<file path="config.mk">
export PLATFORM = sky130hd
export DESIGN_NAME = html_escape_stream
export DESIGN_NICKNAME = d
export VERILOG_FILES = /design/src/hw/rtl/hesc_pkg.sv /design/src/hw/rtl/hesc_front.sv /design/src/hw/rtl/hesc_queue.sv /design/src/hw/rtl/hesc_back.sv /design/src/hw/rtl/html_escape_stream.sv
export SDC_FILE = /design/constraint.sdc
export NUM_CORES = 1
export LEC_CHECK = 0
export ABC_AREA = 1
export BUFFER_PORTS_ARGS = -buffer_cell sky130_fd_sc_hd__buf_2
export CELL_PAD_IN_SITES_DETAIL_PLACEMENT = 0
export CELL_PAD_IN_SITES_GLOBAL_PLACEMENT = 2
export CORE_MARGIN = 1
export CORE_UTILIZATION = 39
export DETAILED_ROUTE_END_ITERATION = 12
export PLACE_DENSITY_LB_ADDON = 0.1
export SYNTH_ARGS = -nofsm -noshare
export SYNTH_HDL_FRONTEND = slang
export SYNTH_SLANG_ARGS = --single-unit
</file>
<file path="constraint.sdc">
create_clock -name clk -period 6.3 [get_ports clk]
set_clock_uncertainty 0.2 [all_clocks]
set_input_delay 1.26 -clock clk [delete_from_list [all_inputs] [get_ports clk]]
set_output_delay 1.26 -clock clk [all_outputs]
set_load 0.005 [all_outputs]
</file>
<file path="src/hw/rtl/hesc_pkg.sv">
// Shared types and constants for the HTML escape stream block.
// Holds the command format between front and back ends and the entity tables.
// Depends on nothing.
`default_nettype none

package hesc_pkg;

	localparam int QUEUE_DEPTH = 4;

	localparam logic [7:0] CH_QUOT = 8'h22;
	localparam logic [7:0] CH_AMP  = 8'h26;
	localparam logic [7:0] CH_LT   = 8'h3C;
	localparam logic [7:0] CH_GT   = 8'h3E;
	localparam logic [7:0] CH_NUL  = 8'h00;

	localparam logic [2:0] LEN_QUOT  = 3'd6;
	localparam logic [2:0] LEN_AMP   = 3'd5;
	localparam logic [2:0] LEN_LTGT  = 3'd4;
	localparam logic [2:0] LEN_PLAIN = 3'd1;

	localparam logic [2:0] KIND_PLAIN = 3'd0;
	localparam logic [2:0] KIND_QUOT  = 3'd1;
	localparam logic [2:0] KIND_AMP   = 3'd2;
	localparam logic [2:0] KIND_LT    = 3'd3;
	localparam logic [2:0] KIND_GT    = 3'd4;
	localparam logic [2:0] KIND_TERM  = 3'd5;

	typedef struct packed {
		logic [2:0]  kind;
		logic [7:0]  data;
		logic [15:0] count;
	} cmd_t;

	function automatic logic [2:0] kind_len(input logic [2:0] kind);
		logic [2:0] len;
		unique case (kind)
			KIND_QUOT: len = LEN_QUOT;
			KIND_AMP:  len = LEN_AMP;
			KIND_LT:   len = LEN_LTGT;
			KIND_GT:   len = LEN_LTGT;
			default:   len = LEN_PLAIN;
		endcase
		return len;
	endfunction

	function automatic logic [7:0] ent_char(input logic [2:0] kind, input logic [2:0] idx);
		logic [7:0] c;
		c = 8'h3B;
		if (idx == 3'd0) begin
			c = CH_AMP;
		end else begin
			unique case (kind)
				KIND_QUOT: begin
					unique case (idx)
						3'd1: c = 8'h71;
						3'd2: c = 8'h75;
						3'd3: c = 8'h6F;
						3'd4: c = 8'h74;
						default: c = 8'h3B;
					endcase
				end
				KIND_AMP: begin
					unique case (idx)
						3'd1: c = 8'h61;
						3'd2: c = 8'h6D;
						3'd3: c = 8'h70;
						default: c = 8'h3B;
					endcase
				end
				KIND_LT: begin
					unique case (idx)
						3'd1: c = 8'h6C;
						3'd2: c = 8'h74;
						default: c = 8'h3B;
					endcase
				end
				KIND_GT: begin
					unique case (idx)
						3'd1: c = 8'h67;
						3'd2: c = 8'h74;
						default: c = 8'h3B;
					endcase
				end
				default: c = 8'h3B;
			endcase
		end
		return c;
	endfunction

endpackage

`default_nettype wire

</file>
<file path="src/hw/rtl/hesc_front.sv">
// Front end: accepts source bytes, tracks space and count per string, and
// issues one command per byte that produces output. Uses hesc_pkg.
`default_nettype none

module hesc_front #(
	parameter int COUNT_BITS = 16
) (
	input  wire logic           clk,
	input  wire logic           arst_n,
	input  wire logic           cfg_write,
	input  wire logic [15:0]    cfg_data,
	input  wire logic           accept,
	input  wire logic [7:0]     in_byte,
	output hesc_pkg::cmd_t      cmd,
	output logic                cmd_push
);

	localparam logic [31:0] MASK32 = 32'hFFFF_FFFF >> (32 - COUNT_BITS);

	logic [15:0]           buffer_size_q;
	logic [COUNT_BITS-1:0] space_q;
	logic [COUNT_BITS-1:0] written_q;
	logic                  open_q;
	logic                  stopped_q;

	logic [15:0]           bs_m1;
	logic [31:0]           bs_ext;
	logic [31:0]           bs_sat;
	logic [COUNT_BITS-1:0] sp;
	logic [COUNT_BITS-1:0] bw;
	logic                  stp;
	logic [2:0]            kind;
	logic [2:0]            len;
	logic [COUNT_BITS-1:0] len_ext;
	logic [COUNT_BITS-1:0] sp_next;
	logic                  fits;
	logic                  is_term;
	logic [31:0]           bw_ext;

	always_comb begin
		bs_m1  = (buffer_size_q == 16'd0) ? 16'd0 : buffer_size_q - 16'd1;
		bs_ext = 32'(bs_m1);
		bs_sat = (bs_ext > MASK32) ? MASK32 : bs_ext;
		sp     = open_q ? space_q : bs_sat[COUNT_BITS-1:0];
		bw     = open_q ? written_q : '0;
		stp    = open_q && stopped_q;
		is_term = (in_byte == hesc_pkg::CH_NUL);
		unique case (in_byte)
			hesc_pkg::CH_QUOT: kind = hesc_pkg::KIND_QUOT;
			hesc_pkg::CH_AMP:  kind = hesc_pkg::KIND_AMP;
			hesc_pkg::CH_LT:   kind = hesc_pkg::KIND_LT;
			hesc_pkg::CH_GT:   kind = hesc_pkg::KIND_GT;
			hesc_pkg::CH_NUL:  kind = hesc_pkg::KIND_TERM;
			default:           kind = hesc_pkg::KIND_PLAIN;
		endcase
		len     = hesc_pkg::kind_len(kind);
		len_ext = COUNT_BITS'(len);
		fits    = (sp >= len_ext);
		sp_next = sp - len_ext;
		bw_ext  = 32'(written_q);
	end

	always_comb begin
		cmd.kind  = kind;
		cmd.data  = in_byte;
		cmd.count = is_term ? bw_ext[15:0] : 16'd0;
		cmd_push  = accept && (is_term || (!stp && fits));
	end

	always_ff @(posedge clk or negedge arst_n) begin
		if (!arst_n) begin
			buffer_size_q <= 16'd256;
		end else if (cfg_write) begin
			buffer_size_q <= cfg_data;
		end
	end

	always_ff @(posedge clk or negedge arst_n) begin
		if (!arst_n) begin
			space_q   <= '0;
			written_q <= '0;
			open_q    <= 1'b0;
			stopped_q <= 1'b0;
		end else if (accept) begin
			if (is_term) begin
				space_q   <= '0;
				written_q <= '0;
				open_q    <= 1'b0;
				stopped_q <= 1'b0;
			end else begin
				open_q    <= 1'b1;
				space_q   <= sp;
				written_q <= bw;
				stopped_q <= stp;
				if (!stp) begin
					if (!fits) begin
						stopped_q <= 1'b1;
					end else begin
						space_q   <= sp_next;
						written_q <= bw + len_ext;
						if (kind == hesc_pkg::KIND_PLAIN && sp_next == '0) begin
							stopped_q <= 1'b1;
						end
					end
				end
			end
		end
	end

	a_stop_needs_open: assert property (@(posedge clk) disable iff (!arst_n)
		stopped_q |-> open_q)
		else $error("output stopped while no string is open");

endmodule

`default_nettype wire

</file>
<file path="src/hw/rtl/hesc_queue.sv">
// Short command queue between the front and back ends.
// Uses hesc_pkg for the command type and depth.
`default_nettype none

module hesc_queue (
	input  wire logic           clk,
	input  wire logic           arst_n,
	input  wire logic           push,
	input  wire hesc_pkg::cmd_t wr_data,
	output logic                full,
	input  wire logic           pop,
	output hesc_pkg::cmd_t      rd_data,
	output logic                empty
);

	localparam int PTR_W = $clog2(hesc_pkg::QUEUE_DEPTH);
	localparam logic [PTR_W:0] DEPTH_C = (PTR_W + 1)'(hesc_pkg::QUEUE_DEPTH);

	hesc_pkg::cmd_t   mem_q [hesc_pkg::QUEUE_DEPTH];
	logic [PTR_W-1:0] wr_ptr_q;
	logic [PTR_W-1:0] rd_ptr_q;
	logic [PTR_W:0]   count_q;
	logic             push_ok;
	logic             pop_ok;

	assign full    = (count_q == DEPTH_C);
	assign empty   = (count_q == '0);
	assign push_ok = push && !full;
	assign pop_ok  = pop && !empty;
	assign rd_data = mem_q[rd_ptr_q];

	always_ff @(posedge clk) begin
		if (push_ok) begin
			mem_q[wr_ptr_q] <= wr_data;
		end
	end

	always_ff @(posedge clk or negedge arst_n) begin
		if (!arst_n) begin
			wr_ptr_q <= '0;
			rd_ptr_q <= '0;
			count_q  <= '0;
		end else begin
			if (push_ok) begin
				wr_ptr_q <= wr_ptr_q + 1'b1;
			end
			if (pop_ok) begin
				rd_ptr_q <= rd_ptr_q + 1'b1;
			end
			if (push_ok && !pop_ok) begin
				count_q <= count_q + 1'b1;
			end else if (pop_ok && !push_ok) begin
				count_q <= count_q - 1'b1;
			end
		end
	end

	a_count_bound: assert property (@(posedge clk) disable iff (!arst_n)
		count_q <= DEPTH_C)
		else $error("queue count exceeds its depth");

	a_pop_drains: assert property (@(posedge clk) disable iff (!arst_n)
		(pop_ok && !push_ok) |=> (count_q == $past(count_q) - 1'b1))
		else $error("queue count did not drop after a pop");

endmodule

`default_nettype wire

</file>
<file path="src/hw/rtl/hesc_back.sv">
// Back end: expands queued commands into output bytes, one per cycle while the
// result stage is empty or popped, into a registered result stage. Uses hesc_pkg.
`default_nettype none

module hesc_back (
	input  wire logic           clk,
	input  wire logic           arst_n,
	input  wire hesc_pkg::cmd_t cmd,
	input  wire logic           cmd_empty,
	output logic                cmd_pop,
	output logic                empty,
	input  wire logic           pop,
	output logic [7:0]          out_byte,
	output logic                last_of_run,
	output logic                string_end,
	output logic [15:0]         written_count
);

	logic [2:0]  idx_q;
	logic        valid_q;
	logic [7:0]  byte_q;
	logic        last_q;
	logic        end_q;
	logic [15:0] count_q;

	logic [2:0]  len;
	logic        last;
	logic        is_term;
	logic        advance;
	logic [7:0]  next_byte;

	always_comb begin
		len       = hesc_pkg::kind_len(cmd.kind);
		last      = (idx_q == len - 3'd1);
		is_term   = (cmd.kind == hesc_pkg::KIND_TERM);
		advance   = !cmd_empty && (!valid_q || pop);
		cmd_pop   = advance && last;
		if (is_term) begin
			next_byte = hesc_pkg::CH_NUL;
		end else if (cmd.kind == hesc_pkg::KIND_PLAIN) begin
			next_byte = cmd.data;
		end else begin
			next_byte = hesc_pkg::ent_char(cmd.kind, idx_q);
		end
	end

	always_ff @(posedge clk or negedge arst_n) begin
		if (!arst_n) begin
			idx_q   <= '0;
			valid_q <= 1'b0;
		end else begin
			if (advance) begin
				idx_q   <= last ? 3'd0 : idx_q + 3'd1;
				valid_q <= 1'b1;
			end else if (pop) begin
				valid_q <= 1'b0;
			end
		end
	end

	always_ff @(posedge clk) begin
		if (advance) begin
			byte_q  <= next_byte;
			last_q  <= last;
			end_q   <= is_term;
			count_q <= is_term ? cmd.count : 16'd0;
		end
	end

	assign empty         = !valid_q;
	assign out_byte      = byte_q;
	assign last_of_run   = last_q;
	assign string_end    = end_q;
	assign written_count = count_q;

	a_idx_in_range: assert property (@(posedge clk) disable iff (!arst_n)
		!cmd_empty |-> (idx_q < len))
		else $error("expansion index runs past the entity length");

endmodule

`default_nettype wire

</file>
<file path="src/hw/rtl/html_escape_stream.sv">
// Top level of the streaming HTML escaper: front end, command queue, back end.
// Uses hesc_pkg, hesc_front, hesc_queue and hesc_back.
// Each accepted byte is classified at once and, if it produces output, queued as
// one command; the back end expands commands into result items at one per cycle
// through its output register while that register is empty or popped. A plain
// byte gives one result item, an escaped byte four to six (its entity length),
// and a terminator one. The four-entry command queue lets the input keep taking
// bytes while an entity drains; input is held off only while the queue is full.
// A byte's first result is held in a queue entry and then the output register.
`default_nettype none

module html_escape_stream #(
	parameter int COUNT_BITS = 16
) (
	input  wire logic        clk,
	input  wire logic        arst_n,
	input  wire logic        cfg_write,
	input  wire logic [15:0] cfg_data,
	input  wire logic        push,
	output logic             full,
	input  wire logic [7:0]  in_byte,
	output logic             empty,
	input  wire logic        pop,
	output logic [7:0]       out_byte,
	output logic             last_of_run,
	output logic             string_end,
	output logic [15:0]      written_count
);

	hesc_pkg::cmd_t front_cmd;
	hesc_pkg::cmd_t head_cmd;
	logic           front_push;
	logic           q_empty;
	logic           q_pop;
	logic           accept;

	assign accept = push && !full;

	hesc_front #(
		.COUNT_BITS(COUNT_BITS)
	) u_front (
		.clk      (clk),
		.arst_n   (arst_n),
		.cfg_write(cfg_write),
		.cfg_data (cfg_data),
		.accept   (accept),
		.in_byte  (in_byte),
		.cmd      (front_cmd),
		.cmd_push (front_push)
	);

	hesc_queue u_queue (
		.clk    (clk),
		.arst_n (arst_n),
		.push   (front_push),
		.wr_data(front_cmd),
		.full   (full),
		.pop    (q_pop),
		.rd_data(head_cmd),
		.empty  (q_empty)
	);

	hesc_back u_back (
		.clk          (clk),
		.arst_n       (arst_n),
		.cmd          (head_cmd),
		.cmd_empty    (q_empty),
		.cmd_pop      (q_pop),
		.empty        (empty),
		.pop          (pop),
		.out_byte     (out_byte),
		.last_of_run  (last_of_run),
		.string_end   (string_end),
		.written_count(written_count)
	);

endmodule

`default_nettype wire

</file>
==> metrics, run 1 <==
Max Cap Viol 0; Die Ht 164.3 microns; final setup TNS 0 ns; CP Launch Type input pin; outcome finished clean; Initial DRC Count 485; Via-to-Cell Ratio 4.944; Final Max Slew Viols 0; Hold Path Class reg2reg; Chip Width 164.3 microns; CP required 6.24 ns; synthesized area per cell 8.963 sq um; Worst R2R Start u_front.buffer_size_q[0]; CTS tree built; port bufs 56; Setup-failing EPs final 0; register area 5552 sq um; leading post-synthesis cells by cell area edfxtp_1, dfrtp_1, nand2_1, nor2_1, inv_1; Synth Flop Type edfxtp_1; vias in the first global route 7668; gpl congestion 0.7835; Final nets 1247; setup bufs post-CTS 0; Bufs on Longest Clock Path 2; period utilisation layout 86.78%; area leader, netlist edfxtp_1; worst-margin pin slew 0.9002 ns; initial core utilization 39.64%; drt wl/cell 15.81 microns; worst setup path category in2reg; area share of the largest cell type after synthesis 39.18%; cells after synthesis 1146; initial antenna violation count 0; Peak VDD IR 238.6 uV; commonest non-fill, non-tap cell in the layout nand2_1; largest net degree at the start of global routing 62; FFs w/ async S/R, synth 31.28%; Core Util, Final 44.70%; I/O pin count 57; post_cts resized 0; GRT Util Overall 19.44%; share of layout cells above drive strength 1 13.64%; first-pass GRT wire length 40190 microns; Max-Slew Margin vs Limit 39.99%; commonest non-fill, non-tap cells in the layout nand2_1, nor2_1, edfxtp_1; Clock Sinks 195; HP Start u_front.space_q[15]; FILL cells 2580; #FFs+latches synth 195; full die area 26990 sq um; core footprint 25910 sq um; Area Overhead vs Synth 12.77%; synth unique cells 56; Root Driver clkbuf_16; Congestion Overflow GR 0; final WL 24430 microns; R2R Setup Slk 1.43 ns; CTS clock-pin slew for the worst setup and hold paths 0.08 ns; critical path endpoint category register; Post-Synthesis Cell Area 10270 sq um; clock latency on the worst-skew pair 0.43 ns; Multi-input gate area 4059 sq um; peak fanout along the critical path 24; worst endpoint data arrival time 5.40 ns; hold depth 2; hold-fix buffer count after cts 0; leakage power 4.995 nW; sequential-to-total area share from yosys stat 54.05%; via count 7639; Ys Warns 0; EDFF count, synth 134; Crit Reg-Reg Endpoint u_queue.mem_q[1][19]; syn_nets 1196; power after layout 5.490 mW; total CTS buffers 17; DP HPWL 16690 microns; Max Fclk 182.9 MHz; fin crit period 5.467 ns; Final Hold Vio Count 0; Hold Path End u_front.space_q[15]; cell area power density 474.0 nW/um^2; n_diodes 0; post-route ant nets 0; row count 59; Pre-antenna DRT Iters 4; RSZ-0062 raised after global routing false; reg2reg path depth 22; drc violations 0; H-Tree Depth 4
[worst max-delay path by stage]
stage,startpoint,end,slack (ns)
floorplan,in_byte[7],u_queue.mem_q[0][0],0.58
global placement,in_byte[1],u_queue.count_q[2],0.45
detailed placement,in_byte[1],u_queue.mem_q[1][19],0.35
CTS,in_byte[1],u_queue.mem_q[1][1],0.81
global route,in_byte[1],u_queue.count_q[2],0.36
finish,in_byte[1],u_queue.mem_q[1][19],0.83
[power by group]
group | internal [mW] | total, mW | switching [mW]
combinational | 0.805 | 2.41 | 1.60
clock | 0.561 | 1.15 | 0.584
sequential | 1.81 | 1.94 | 0.132
[per-layer routing]
| layer | GRT usage (%) | wire (microns) | vias to the layer above |
|---|---|---|---|
| met5 | 0 | 0 | - |
| met4 | 5.429 | 379 | 0 |
| met3 | 2.652 | 668 | 22 |
| met2 | 32.89 | 11760 | 105 |
| met1 | 25.91 | 11630 | 3612 |
| li1 | - | - | 3900 |
[worst max-delay path, stage by stage]
cell and delay (ns):
buf_2 0.14, inv_1 0.05, nor2_1 0.15, nand2_1 0.09
nor2_1 0.09, nand2_1 0.15, nand3_1 0.21, nor2_1 0.07
nand2_1 0.11, nand2_1 0.08, inv_1 0.09, nand2_1 0.07
ha_1 0.21, fa_1 0.38, or2_2 0.33, nand2_1 0.11
nor2_4 0.06, nand3_4 0.11, nor2_8 0.05, nand2_4 0.08
clkinv_4 0.09, nand2_4 0.17, nand2_8 0.16, a21oi_4 0.24
inv_1 0.14, nor2_2 0.42, buf_12 0.25
[cell type report]
class,instances,area share (%)
repair buffers,70,3.651
clock inverters,15,1.901
inverters,127,4.181
multi-input cells,786,35.04
flip-flops and latches,195,47.93
well taps,335,3.619
clock buffers,17,3.673
[through the flow]
step | hold WS [ns] | setup WS (ns) | area [sq um] | std cells
global route | 0.3054 | 0.3595 | 11580 | 1545
CTS | 0.2863 | 0.8131 | 11580 | 1545
floorplan | 0.2489 | 0.5838 | 10270 | 1146
global placement | 0.2644 | 0.4466 | 10940 | 1513
finish | 0.2834 | 0.8328 | 11580 | 1545
detailed placement | 0.2649 | 0.3507 | 10940 | 1513
[state kept, by name (all words and copies together) (netlist names)]
signal,count
u_queue.rd_ptr_q,2
u_back.idx_q,3
u_queue.mem_q,108
u_front.written_q,16
u_front.buffer_size_q,16
u_back.last_of_run,1
u_front.space_q,16
u_back.out_byte,8
u_queue.count_q,3
u_back.string_end,1
u_front.open_q,1
u_back.written_count,16
u_back.valid_q,1
u_queue.wr_ptr_q,2
u_front.stopped_q,1
[synthesized netlist by cell type (4+ instances only)]
| cell | n |
|---|---|
| nor4_1 | 4 |
| xor2_1 | 15 |
| nand2_1 | 257 |
| nor2_8 | 4 |
| o21ai_1 | 22 |
| nand3_1 | 54 |
| nor2_1 | 179 |
| clkbuf_1 | 19 |
| buf_6 | 4 |
| inv_1 | 121 |
| buf_1 | 7 |
| nand4_1 | 13 |
| ha_1 | 18 |
| o21ai_0 | 90 |
| o211ai_2 | 4 |
| nand2_2 | 9 |
| o211ai_1 | 4 |
| o22ai_1 | 13 |
| dfrtp_1 | 60 |
| buf_2 | 5 |
| xnor2_1 | 9 |
| edfxtp_1 | 134 |
| nor2_4 | 7 |
| nor2_2 | 8 |
| a21oi_1 | 38 |
[cell families (layout without fill, tap and decap cells)]
| logic type | Yosys count | count (layout) | share of synthesized area [%] |
|---|---|---|---|
| muxes | 2 | 2 | 0.2193 |
| and+or+nand+nor | 551 | 551 | 23.85 |
| xor gates and xnor gates | 24 | 24 | 2.047 |
| buffers and inverters | 165 | 229 | 6.639 |
| DFF | 195 | 195 | 54.05 |
| adders and majority gates | 21 | 21 | 2.778 |
| AOI/OAI and AO/OA | 188 | 188 | 10.42 |
Power figures use the tool's default switching activity.
==> run 2: changes to the inputs <==
--- a/config.mk
+++ b/config.mk
@@ -13,6 +13,7 @@
 export CORE_UTILIZATION = 39
 export DETAILED_ROUTE_END_ITERATION = 12
 export PLACE_DENSITY_LB_ADDON = 0.1
+export REMOVE_ABC_BUFFERS = 1
 export SYNTH_ARGS = -nofsm -noshare
 export SYNTH_HDL_FRONTEND = slang
 export SYNTH_SLANG_ARGS = --single-unit
==> metrics, run 2 (synthesized netlist as in run 1, its figures left out) <==
GRT Util Overall 18.84% (-0.60 points); final WL 24140 microns (-1.2%); commonest non-fill, non-tap cell in the layout nand2_1; RSZ-0062 raised after global routing false; Setup-failing EPs final 0 (unchanged); worst endpoint data arrival time 5.68 ns (+0.28 ns); CP required 6.42 ns (+0.18 ns); largest net degree at the start of global routing 62 (unchanged); row count 59 (unchanged); period utilisation layout 88.27% (+1.5 points); Final nets 1249 (+0.16%); Final Max Slew Viols 0 (unchanged); post_cts resized 0 (unchanged); max reg flops 108 (unchanged); Layout Cells excl Fill 1547 (+0.13%); Die Ht 164.3 microns (unchanged); first-pass GRT wire length 39040 microns (-2.8%); Initial DRC Count 529 (+9.1%); CTS tree built; Max Fclk 179.8 MHz (-1.7%); H-Tree Depth 4 (unchanged); FILL cells 2550 (-1.2%); peak fanout along the critical path 24 (unchanged); drc violations 0 (unchanged); Congestion Overflow GR 0 (unchanged); cell area power density 474.3 nW/um^2 (about the same); clock latency on the worst-skew pair 0.44 ns (about the same); core footprint 25910 sq um (unchanged); Root Driver clkbuf_16; critical path endpoint category register; Chip Width 164.3 microns (unchanged); vias in the first global route 7377 (-3.8%); commonest non-fill, non-tap cells in the layout nand2_1, nor2_1, edfxtp_1; share of layout cells above drive strength 1 13.78% (+0.14 points); Area Overhead vs Synth 12.52%; final setup TNS 0 ns (unchanged); CP max stage delay 0.38 ns (-0.04 ns); via count 7546 (-1.2%); Clock Sinks 195 (unchanged); Max-Slew Margin vs Limit 31.96% (-8.0 points); CP Launch Type input pin; leakage power 4.996 nW (about the same); drt wl/cell 15.61 microns (-1.3%); Largest Register u_queue.mem_q; setup bufs post-CTS 0 (unchanged); worst-margin pin slew 1.014 ns (+0.1142 ns); Crit path top cell by count nand2_1; initial antenna violation count 0 (unchanged); Bufs on Longest Clock Path 2 (unchanged); outcome finished clean; Hold Path Class reg2reg; gpl congestion 0.8070 (+3.0%); port bufs 56 (unchanged); CTS clock-pin slew for the worst setup and hold paths 0.08 ns (about the same); full die area 26990 sq um (unchanged); CP max-delay cell fa_1; Final Hold Vio Count 0 (unchanged); worst setup path category in2reg; n_diodes 0 (unchanged); Via-to-Cell Ratio 4.878 (-1.3%); DP HPWL 16290 microns (-2.4%); total CTS buffers 17 (unchanged); hold-fix buffer count after cts 0 (unchanged); post-route ant nets 0 (unchanged); placed cells 1515 (+0.13%); Max Cap Viol 0 (unchanged); initial core utilization 39.64% (unchanged); I/O pin count 57 (unchanged); Peak VDD IR 213.5 uV (-11%); fin crit period 5.561 ns (+0.09355 ns); Pre-antenna DRT Iters 5 (+1)
-- run 2: cell count changes in the layout (fill, tap and decap cells not counted) --
cell,previous run,this run
buf_12,3,0
inv_8,1,0
inv_12,4,5
clkinv_8,6,5
buf_4,11,16
inv_6,3,4
-- run 2: through the flow --
step                      util [%]  area [sq um]  hold slack, ns  power [mW]  setup slack (ns)
final                        44.60         11560          0.2822       5.482            0.7393
after global routing         44.60         11560          0.3026       5.931            0.3691
after CTS                    44.60         11560          0.2864       5.566            0.7578
after detailed placement     42.12         10910          0.2651       4.383            0.3088
after global placement       42.12         10910          0.2630       4.388            0.3964
after floorplan                  -         10070          0.2489       3.656         -0.006345
-- run 2: report_power, final --
group	total (mW)	internal [mW]	switching (mW)
clock	1.16	0.562	0.603
combinational	2.38	0.794	1.59
sequential	1.94	1.81	0.132
-- run 2: worst max-delay path: cells and delay by family --
| kind | cells | cell delay [ns] |
|---|---|---|
| compound gates | 3 | 0.48 |
| xor+xnor | 1 | 0.15 |
| fa+ha+maj | 4 | 1.14 |
| buf+inv | 4 | 0.36 |
| simple gates | 17 | 2.24 |
-- run 2: routing by layer --
| metal | vias up | wire (microns) | part of all wire [%] | global-route usage [%] |
|---|---|---|---|---|
| met4 | 0 | 174 | 0.72 | 3.872 |
| met2 | 103 | 11440 | 47 | 32.13 |
| met1 | 3536 | 11800 | 49 | 25.09 |
| met5 | - | 0 | 0 | 0 |
| li1 | 3892 | - | - | - |
| met3 | 15 | 727 | 3.0 | 3.131 |
-- run 2: worst paths after layout --
path,slack (ns),depth (start not counted),start,endpoint
max reg2reg,1.41,25,u_front.buffer_size_q[0],u_queue.count_q[2]
min,0.28,2,u_front.space_q[11],u_front.space_q[11]
min reg2reg,0.28,2,u_front.space_q[11],u_front.space_q[11]
min in group asynchronous,0.79,2,arst_n,u_front.written_q[15]
max,0.74,29,in_byte[7],u_queue.count_q[2]
max in group asynchronous,4.50,2,arst_n,u_front.space_q[7]
-- run 2: cell type report --
cell class	instances	area, sq um	area share, %
sequential	195	5552	48.04
clock buffer	17	425.4	3.681
clock inverter	15	217.7	1.884
inverter	127	484.2	4.190
tap	335	419.2	3.627
multi-input combinational	786	4059	35.12
timing repair buffer	72	400.4	3.464
==> run 3: changes to the inputs <==
--- a/config.mk
+++ b/config.mk
@@ -10,7 +10,7 @@
 export CELL_PAD_IN_SITES_DETAIL_PLACEMENT = 0
 export CELL_PAD_IN_SITES_GLOBAL_PLACEMENT = 2
 export CORE_MARGIN = 1
-export CORE_UTILIZATION = 39
+export CORE_UTILIZATION = 27
 export DETAILED_ROUTE_END_ITERATION = 12
 export PLACE_DENSITY_LB_ADDON = 0.1
 export REMOVE_ABC_BUFFERS = 1
==> metrics, run 3 (synthesized netlist as in run 1, its figures left out) <==
worst setup path category in2reg; Max Fclk 178.1 MHz (-0.98%); H-Tree Depth 4 (unchanged); RSZ-0062 raised after global routing false; initial antenna violation count 0 (unchanged); commonest non-fill, non-tap cells in the layout nand2_1, nor2_1, edfxtp_1; drc violations 0 (unchanged); via count 7574 (+0.37%); CTS clock-pin slew for the worst setup and hold paths 0.09 ns (about the same); drt wl/cell 15.68 microns (+0.49%); commonest non-fill, non-tap cell in the layout nand2_1; hold-fix buffer count after cts 0 (unchanged); CP Launch Type input pin; post-route ant nets 0 (unchanged); CP max stage delay 0.37 ns (about the same); Bufs on Longest Clock Path 2 (unchanged); clock latency on the worst-skew pair 0.45 ns (about the same); Clock Sinks 195 (unchanged); full die area 38820 sq um (+44%); leakage power 4.979 nW (-0.34%); power share of the combinational group 44.0% (+0.6 points); gpl congestion 0.7507 (-7.0%); Worst path top cell family by delay simple AND/OR/NAND/NOR gates; Sw Ratio 42.13% (-0.21 points); GRT Util Overall 14.91% (-3.9 points); I/O pin count 57 (unchanged); Layout Cells excl Fill 1722 (+11%); worst endpoint data arrival time 5.75 ns (+0.07 ns); port bufs 56 (unchanged); Via-to-Cell Ratio 4.398 (-9.8%); setup bufs post-CTS 0 (unchanged); Buf+Inv Stages, Crit Path 4 (unchanged); first-pass GRT wire length 44240 microns (+13%); Crit path top cell by count nand2_1; core footprint 37580 sq um (+45%); reg2reg path depth 25 (unchanged); Root Driver clkbuf_16; max reg flops 108 (unchanged); largest net degree at the start of global routing 62 (unchanged); Peak VDD IR 222.5 uV (+4.2%); hold depth 2 (unchanged); Die Ht 197.0 microns (+20%); placed cells 1690 (+12%); Setup-failing EPs final 0 (unchanged); pre-CTS setup slack 0.2338 ns (-0.07502 ns); final WL 27000 microns (+12%); Psw 2.311 mW (-0.45%); fin crit period 5.616 ns (+0.05484 ns); n_diodes 0 (unchanged); Pint 3.174 mW (+0.41%); DP HPWL 18280 microns (+12%); Pre-antenna DRT Iters 4 (-1); initial core utilization 27.33% (-12 points); Initial DRC Count 393 (-26%); CP required 6.43 ns (about the same); final worst slack 0.6844 ns (-0.05484 ns); CP max-delay cell fa_1; CTS tree built; Final Hold Vio Count 0 (unchanged); clock share of power 20.6% (-0.6 points); cell area power density 467.6 nW/um^2 (-1.4%); Final Max Slew Viols 0 (unchanged); HP Start u_front.space_q[8]; Area Overhead vs Synth 14.20%; Congestion Overflow GR 0 (unchanged); outcome finished clean; peak fanout along the critical path 24 (unchanged); worst-margin pin slew 0.8920 ns (-0.1224 ns); post_cts resized 0 (unchanged); Largest Register u_queue.mem_q; Crit Reg-Reg Endpoint u_queue.count_q[2]; share of layout cells above drive strength 1 13.63% (-0.15 points); Hold Path Class reg2reg; power after layout 5.485 mW (about the same); Final nets 1248 (-0.080%); Seq pwr share 35.3% (about the same); row count 71 (+20%); R2R Setup Slk 1.28 ns (-0.13 ns); Max-Slew Margin vs Limit 40.53% (+8.6 points); Worst R2R Start u_front.buffer_size_q[0]; vias in the first global route 7650 (+3.7%); Chip Width 197.0 microns (+20%); period utilisation layout 89.14% (+0.87 points); critical path endpoint category register; Max Cap Viol 0 (unchanged); Hold Path End u_front.space_q[8]; total CTS buffers 17 (unchanged)
[run 3: final cells by class]
type / instances / area, sq um
multi-input cells: 786 / 4059
flip-flops and latches: 195 / 5552
inverters: 127 / 484.2
clock buffers: 18 / 429.2
clock inverters: 14 / 173.9
well taps: 511 / 639.4
fillers: 3993 / 25850
repair buffers: 71 / 392.9
[run 3: metrics by stage]
stage / util (%) / TNS, ns / hold slack, ns / instance area [sq um]
floorplan: - / -0.6852 / 0.2489 / 10070
global placement: 29.61 / 0 / 0.2642 / 11130
detailed placement: 29.61 / 0 / 0.2687 / 11130
CTS: 31.22 / 0 / 0.2893 / 11730
global route: 31.22 / 0 / 0.3073 / 11730
finish: 31.22 / 0 / 0.2858 / 11730
[run 3: how the worst max path moves through the flow]
stage	cells after the start	slack, ns	to	startpoint
after floorplan	22	-0.006	u_queue.mem_q[1][0]	in_byte[1]
after global placement	29	0.35	u_queue.count_q[2]	in_byte[7]
after detailed placement	29	0.23	u_queue.count_q[2]	in_byte[7]
after CTS	29	0.71	u_queue.count_q[2]	in_byte[7]
after global routing	29	0.18	u_queue.count_q[2]	in_byte[7]
final	29	0.68	u_queue.count_q[2]	in_byte[7]
[run 3: layer usage]
| layer | vias to the layer above | global-route usage, % | share of wire [%] |
|---|---|---|---|
| met4 | 0 | 4.220 | 1.1 |
| met5 | - | 0 | 0 |
| met1 | 3586 | 20.20 | 49 |
| met2 | 84 | 24.72 | 47 |
| li1 | 3888 | - | - |
| met3 | 16 | 2.117 | 2.3 |
[run 3: power by group through the flow]
stage	Sequential (mW)	Combinational [mW]	Clock [mW]
3_5_place_dp	1.97	2.48	0
3_3_place_gp	1.97	2.51	0
4_1_cts	1.94	2.50	1.18
2_1_floorplan	2.02	1.63	0
5_1_grt	1.98	2.81	1.22
6_report	1.94	2.42	1.13
[run 3: tightest hold or removal path: stages (launching register included)]
cell and delay [ns]:
dfrtp_1 0.35, nand2_1 0.05, nand2_1 0.06
